[src/rtl/rkr_pkg.sv]
`default_nettype none

package rkr_pkg;

  // Delay line depth
  localparam int RKR_MAX_WINDOW = 64;

  // Modulus of the residue mode and its distance to 2^64
  localparam logic [63:0] RKR_PRIME = 64'hFFFF_FFFF_FFFF_FFC5;
  localparam logic [63:0] RKR_FOLD  = 64'd59;

  // Item commands
  localparam logic RKR_CMD_RANK = 1'b0;
  localparam logic RKR_CMD_LOAD = 1'b1;

  // Register indexes of the configuration channel
  localparam logic [7:0] RKR_REG_BASE   = 8'd0;
  localparam logic [7:0] RKR_REG_WEIGHT = 8'd1;
  localparam logic [7:0] RKR_REG_WINDOW = 8'd2;
  localparam logic [7:0] RKR_REG_MODE   = 8'd3;

  // Register reset values
  localparam logic [7:0]  RKR_RST_BASE   = 8'd4;
  localparam logic [63:0] RKR_RST_WEIGHT = 64'd1;
  localparam logic [6:0]  RKR_RST_WINDOW = 7'd1;
  localparam logic        RKR_RST_MODE   = 1'b0;

  // Fill count saturation
  localparam logic [6:0] RKR_FILL_MAX = 7'd127;

  typedef struct packed {
    logic       cmd;
    logic [7:0] symbol;
    logic [7:0] code;
    logic       sequence_start;
  } rkr_in_t;

  typedef struct packed {
    logic [63:0] rank;
  } rkr_out_t;

  typedef struct packed {
    logic [7:0]  index;
    logic [63:0] data;
  } rkr_cfg_t;

  typedef enum logic [2:0] {
    ST_IDLE,
    ST_POP,
    ST_MUL_W,
    ST_RED_W,
    ST_SUB,
    ST_MUL_B,
    ST_RED_B,
    ST_FIN
  } rkr_state_e;

  // Step enables from the sequencer to the datapath
  typedef struct packed {
    logic load_ops;
    logic mul_weight;
    logic mul_base;
    logic reduce;
    logic subtract;
    logic finish;
  } rkr_step_t;

endpackage

`default_nettype wire

[src/rtl/rkr_dp.sv]
`default_nettype none

module rkr_dp (
  input  wire logic             clk_i,
  input  wire logic             rst_ni,
  input  wire rkr_pkg::rkr_step_t step_i,
  input  wire logic             mode_i,
  input  wire logic             start_i,
  input  wire logic [63:0]      top_weight_i,
  input  wire logic [7:0]       base_i,
  input  wire logic [7:0]       code_pop_i,
  input  wire logic [7:0]       code_new_i,
  output logic [63:0]           rank_next_o
);
  import rkr_pkg::*;

  logic [63:0] rank_q, rank_d;
  logic [63:0] w_q, w_d;
  logic [63:0] acc_q, acc_d;
  logic [71:0] prod_q, prod_d;
  logic [63:0] s_q, s_d;
  logic [63:0] rank_src;
  logic [63:0] pop_dist;

  // Reduce a value below 2^64 once against the modulus
  function automatic logic [63:0] red_once(input logic [63:0] x);
    return (x >= RKR_PRIME) ? x - RKR_PRIME : x;
  endfunction

  // Reduce a 72-bit product: fold the top byte as 59 per unit of 2^64
  function automatic logic [63:0] fold_mod(input logic [71:0] p);
    logic [13:0] hi_fold;
    logic [64:0] sum;
    logic [63:0] s;
    hi_fold = 14'(64'(p[71:64]) * RKR_FOLD);
    sum     = {1'b0, p[63:0]} + 65'(hi_fold);
    s       = sum[63:0] + (sum[64] ? RKR_FOLD : 64'd0);
    return red_once(s);
  endfunction

  // Operand setup
  always_comb begin
    rank_src = start_i ? 64'd0 : rank_q;
    w_d      = mode_i ? red_once(top_weight_i) : top_weight_i;
  end

  // Multiply, reduce, subtract
  always_comb begin
    prod_d = step_i.mul_weight ? {8'd0, w_q} * 72'(code_pop_i)
                               : {8'd0, acc_q} * 72'(base_i);
    s_d    = mode_i ? fold_mod(prod_q) : prod_q[63:0];
    acc_d  = mode_i ? red_once(rank_src) : rank_src;
    if (step_i.subtract) begin
      if (!mode_i) begin
        acc_d = acc_q - s_q;
      end else if (acc_q >= s_q) begin
        acc_d = acc_q - s_q;
      end else begin
        acc_d = acc_q + (RKR_PRIME - s_q);
      end
    end
  end

  // Add the new code
  always_comb begin
    pop_dist = RKR_PRIME - 64'(code_new_i);
    if (mode_i && (s_q >= pop_dist)) begin
      rank_d = s_q - pop_dist;
    end else begin
      rank_d = s_q + 64'(code_new_i);
    end
  end

  assign rank_next_o = rank_d;

  always_ff @(posedge clk_i or negedge rst_ni) begin
    if (!rst_ni) begin
      rank_q <= '0;
    end else if (step_i.finish) begin
      rank_q <= rank_d;
    end
  end

  always_ff @(posedge clk_i) begin
    if (step_i.load_ops) begin
      w_q <= w_d;
    end
    if (step_i.load_ops || step_i.subtract) begin
      acc_q <= acc_d;
    end
    if (step_i.mul_weight || step_i.mul_base) begin
      prod_q <= prod_d;
    end
    if (step_i.reduce) begin
      s_q <= s_d;
    end
  end

endmodule

`default_nettype wire

[config.mk]
export PLATFORM = sky130hd
export DESIGN_NAME = rkr_dp
export DESIGN_NICKNAME = d
export VERILOG_FILES = /design/src/rtl/rkr_pkg.sv /design/src/rtl/rkr_dp.sv
export SDC_FILE = /design/constraint.sdc
export NUM_CORES = 2
export LEC_CHECK = 0
export ABC_AREA = 1
export BUFFER_PORTS_ARGS = -buffer_cell sky130_fd_sc_hd__buf_4
export CORE_ASPECT_RATIO = 2
export CORE_MARGIN = 5
export CORE_UTILIZATION = 45
export DETAILED_ROUTE_END_ITERATION = 10
export PLACE_DENSITY_LB_ADDON = 0.08
export REMOVE_ABC_BUFFERS = 1
export SLEW_MARGIN = 10
export SYNTH_ARGS = -nofsm -noshare
export SYNTH_HDL_FRONTEND = slang
export SYNTH_SLANG_ARGS = --single-unit
export TNS_END_PERCENT = 10
[constraint.sdc]
create_clock -name clk_i -period 7.1 [get_ports clk_i]
set_input_delay 0.71 -clock clk_i [delete_from_list [all_inputs] [get_ports clk_i]]
set_output_delay 0.71 -clock clk_i [all_outputs]
set_load 0.01 [all_outputs]
# Word-level counts from Yosys, hierarchy flattened
# Cells that the tools add are included.
# word_totals
elab_cells,40
in_bits,98
regBits,328
output_inout_bits,64
# classes
n_addsub,11
n_lt_le_gt_ge,5
muxes,13
n_reduce_logical,3
multipliers,3
# op_table
operator,count
$mux W64,11
$ge A64 B64 Y1 const B,3
$sub A64 B64 Y64 const B,3
$mul A64 B8 Y72,2
$ge A64 B64 Y1,2
$sub A64 B64 Y64,2
$mux W72,1
$add A64 B14 Y65,1
$add A64 B6 Y64,1
$add A64 B64 Y64,1
$add A64 B8 Y64,1
$sub A64 B64 Y64 const A,1
$mul A8 B6 Y14 const B,1
$sub A7 B9 Y10 const A,1
$mux W6,1
$logic_or A1 B1 Y1,2
$logic_and A1 B1 Y1,1

# Longest topological paths before layout
# logic_depth
ltp_word,7
depth_mapped,43
ltp_nobuf,42

# Worst setup path after synthesis
# OpenSTA, ideal clock, no wires.
# synth_timing
path_type,input to register
startpoint,in base_i[6]
endpoint,"reg prod_q[55], data pin"
n_path_buf,2
setup_time_ns,0.263
slack_ns,0.870
required_ns,6.837
arrival_time_ns,5.967
cell_stages,24
cell_sequence,clkbuf_1 buf_1 nand2_1 fa_1 inv_1 fa_1 fa_1 fa_1 ha_1 nand2_1 inv_1 a21oi_1 o21ai_0 a21boi_0 o21ai_0 a21oi_1 o21ai_0 a21oi_1 o21ai_0 a21oi_1 o21ai_0 a21oi_1 o21ai_0 o21ai_0
# synth_between
elab_chain_cells,2
# synth_rtl
element,line_no,source
"start, declared",rkr_dp.sv:10,"input wire logic [7:0] base_i,"
$mul A64 B8 Y72,rkr_dp.sv:50,": {8'd0, acc_q} * 72'(base_i);"
$mux W72,rkr_dp.sv:49,"prod_d = step_i.mul_weight ? {8'd0, w_q} * 72'(code_pop_i)"
named net prod_d[55],rkr_dp.sv:20,"logic [71:0] prod_q, prod_d;"
"end signal, assigned",rkr_dp.sv:92,prod_q <= prod_d;
"end, declared",rkr_dp.sv:20,
# The timed path passes the listed nets, and every way through them passes these cells.
# A chain may end at the register's enable or synchronous reset.

# Worst setup path in the final report
# layout_timing
startpoint,reg acc_q[19]
endpoint,"reg prod_q[55], data pin"
# layout_between
elab_chain_cells,2
# layout_rtl
element,line_no,source
"start, declared",rkr_dp.sv:19,"logic [63:0] acc_q, acc_d;"
"start signal, assigned",rkr_dp.sv:89,acc_q <= acc_d;
$mul A64 B8 Y72,rkr_dp.sv:50,
$mux W72,rkr_dp.sv:49,
named net prod_d[55],rkr_dp.sv:20,
# The timed path passes the listed nets, and every way through them passes these cells.

==> impl_metrics.py <==
metrics = {
    "detailed_routing": {
        "wl_per_cell_um": 26.5,
        "drc_errors": 0,
        "dr.pass1.iters": 9,
        "via_per_inst": 5.57,
        "vias": 69100,
        "ant_nets": 0,
        "drt-initial-drc-count": 4605,
        "wl_um": 328000,
    },
    "worst_setup_path": {
        "timing.rr.end": "prod_q[55]",
        "worstPathRequired_ps": 7480,
        "arrival_ps": 7300,
        "crit_path_max_fanout": 10,
        "reg2reg_depth": 23,
        "end_kind": "flop",
        "rrSetupSlack_ps": 180,
        "regToRegStartpoint": "acc_q[19]",
        "critPathKind": "flop to flop",
        "worst_setup_path_start_kind": "flop",
    },
    "place": {
        "gp_congestion": 1.08,
        "hpwlAfterDp_um": 279000,
        "port_buffers": 161,
    },
    "hold_path": {
        "hold_path_startpoint": "top_weight_i[37]",
        "hold_end": "w_q[37]",
        "hold_path_class": "input pin to flop",
        "min_delay_path_depth": 3,
    },
    "logic_synthesis": {
        "ys_ff_latch": 328,
        "syn_area_sq_um": 67100,
        "ys.flop_type": "edfxtp_1",
        "synth_most_common_cell": "nand2_1",
        "synth_top_cell_by_area": "fa_1",
        "synth_cell_types": 64,
        "synth_warnings": 0,
        "synthArstFlopShare_pct": 19.5,
        "synth_commonest_cells": "nand2_1, inv_1, nor2_1, fa_1, a21oi_1",
        "yosysSeqAreaShare_pct": 14.2,
        "syn_avg_cell_area_sq_um": 6.75,
        "synth_edf_count": 264,
        "yosysTopAreaCellShare_pct": 23.2,
        "syn_inst": 9948,
        "synthTopCellsByArea": "fa_1, nand2_1, inv_1",
    },
    "cts": {
        "root_buffer": "clkbuf_16",
        "clkSinkCount": 328,
        "cts_made_buffers": 40,
        "insertion_delay_ps": 680,
        "cts_buffer_depth": 3,
        "cts_tree": "built",
        "clk_pin_slew_ps": 70,
        "ctsHtreeMaxLevel": 2,
    },
    "floorplanning": {
        "core-area_sq_um": 148000,
        "ios": 162,
        "start_util_pct": 45.2,
        "num_rows": 200,
        "die_w_um": 283,
        "die_h_um": 556,
        "dieArea_sq_um": 157000,
    },
    "grt": {
        "grt_max_degree": 73,
        "grt_pass1_wl_um": 471000,
        "gr-total-overflow": 0,
        "grt_pass1_vias": 72600,
        "antenna_found_initial": 15,
        "grt_use_total_pct": 41.0,
    },
    "finish": {
        "drive_above_1_share_pct": 9.92,
        "regArea_sq_um": 9530,
        "n_fill_cell": 15200,
        "layout.nets": 11800,
        "area_growth_pct": 13.9,
        "multiInputGateArea_sq_um": 48000,
    },
    "timing": {
        "hold_slack_ps": 341,
        "worst_pin_slew_ps": 1390,
        "max_freq_mhz": 144,
        "period_share_pct": 97.5,
        "worst_clock_skew_ps": 45.8,
        "finalSetupViolations": 0,
        "relSlewSlack_pct": 6.53,
        "hold_violations": 0,
        "slew_violations": 0,
        "period_needed_ps": 6920,
    },
    "status": {
        "status": "completed",
    },
    "flow_run": {
        "drv_cap": 0,
    },
}
-- kinds of logic (layout without fill, tap and decap cells) --
| family | Yosys count | in the layout | synth area share [%] |
|---|---|---|---|
| AO/OA/AOI/OAI | 1355 | 1355 | 11.1 |
| XOR/XNOR | 228 | 228 | 2.97 |
| adder cells (fa/ha/maj) | 1212 | 1212 | 31.3 |
| buffers and inverters | 2692 | 3215 | 15.2 |
| flip-flops | 328 | 328 | 14.2 |
| multiplexers | 2 | 2 | 0.0317 |
| other | 0 | 14 | 0 |
| AND/OR/NAND/NOR | 4131 | 4132 | 25.2 |
-- placed cells by master, fill, tap and decap left out, types with 9 or more instances in the layout --
cell type	n
a21oi_1	571
nand3_2	17
nor2_2	52
nand3_1	297
buf_4	752
nand3b_1	35
nor2_1	751
a21o_1	15
nor2_4	17
dfrtp_1	64
xor2_1	179
o31ai_1	27
clkbuf_16	40
a31oi_1	143
o21ai_1	16
nand2_1	2590
nand4_1	145
o211ai_1	27
or2_2	16
nor4_1	48
o21bai_1	11
fa_1	779
buf_12	31
nor3_1	85
edfxtp_1	264
xnor2_1	44
o21ai_0	438
nand2_2	33
nand2_4	10
ha_1	428
o221ai_1	9
diode_2	14
o21a_1	33
inv_1	2344
inv_2	9
a21boi_0	15
-- layer usage --
metal  up-vias  wire [um]  global-route usage (%)
met1     33200      94200                    34.8
li1      31500          -                       -
met2      3018     166000                    75.0
met4        14      51700                    48.1
met3      1404      16700                    6.18
met5         -        103                       0
-- critical path, stage by stage (launching register included) --
cell	delay (ps)
edfxtp_1	1060
nand2_1	180
fa_1	520
inv_1	60
fa_1	500
fa_1	530
fa_1	500
ha_1	370
buf_4	210
nand2_1	260
buf_4	250
nor2_1	80
buf_4	230
nand2_1	70
o21ai_0	180
buf_4	310
a21oi_1	150
o21ai_0	180
buf_4	150
a21oi_1	90
o21ai_0	230
a21oi_1	90
o21ai_1	240
o21ai_0	150
-- state kept, by name (all words and copies together) (netlist names) --
name	count
acc_q	64
prod_q	72
rank_q	64
s_q	64
w_q	64
-- how the worst max path moves through the flow --
| stage | startpoint | endpoint | slack, ps | cells past startpoint |
|---|---|---|---|---|
| final | acc_q[19] | prod_q[55] | 180 | 23 |
| after global routing | acc_q[6] | prod_q[66] | -50 | 29 |
| after global placement | prod_q[66] | s_q[51] | -150 | 43 |
| after detailed placement | base_i[7] | prod_q[66] | -200 | 29 |
| after CTS | prod_q[66] | s_q[51] | 20 | 43 |
| after floorplan | prod_q[64] | s_q[62] | 800 | 36 |
-- per-stage QoR --
step	cell area (sq um)	TNS (ps)	setup slack [ps]	utilization, %	std cells
floorplan	65800	0	799	-	9614
global placement	74300	-3260	-152	50.1	12300
detailed placement	74300	-3460	-197	50.1	12300
CTS	75700	0	23.9	51.0	12400
global route	76500	-143	-46.5	51.5	12400
finish	76500	0	176	51.5	12400
-- layout make-up --
cell class                      instances  area share (%)
Multi-Input combinational cell       6929            62.8
Sequential cell                       328            12.5
Inverter                             2358            11.6
Timing Repair Buffer                  786            8.24
Tap cell                             1919            3.14
Clock buffer                           47            1.34
Clock inverter                         24           0.401
Antenna cell                           14          0.0458
-- what timing repair did --
item	in CTS	in global routing
gates cloned	0	1
gates resized for setup	11	144
hold endpoints to repair	18	0
setup buffers	3	18
endpoints found under the setup margin	22	74
hold buffers	1	0
pin swaps	0	22
Power is not shown: default switching activity piles up to over one toggle a cycle in this logic, so the estimate is an artifact.
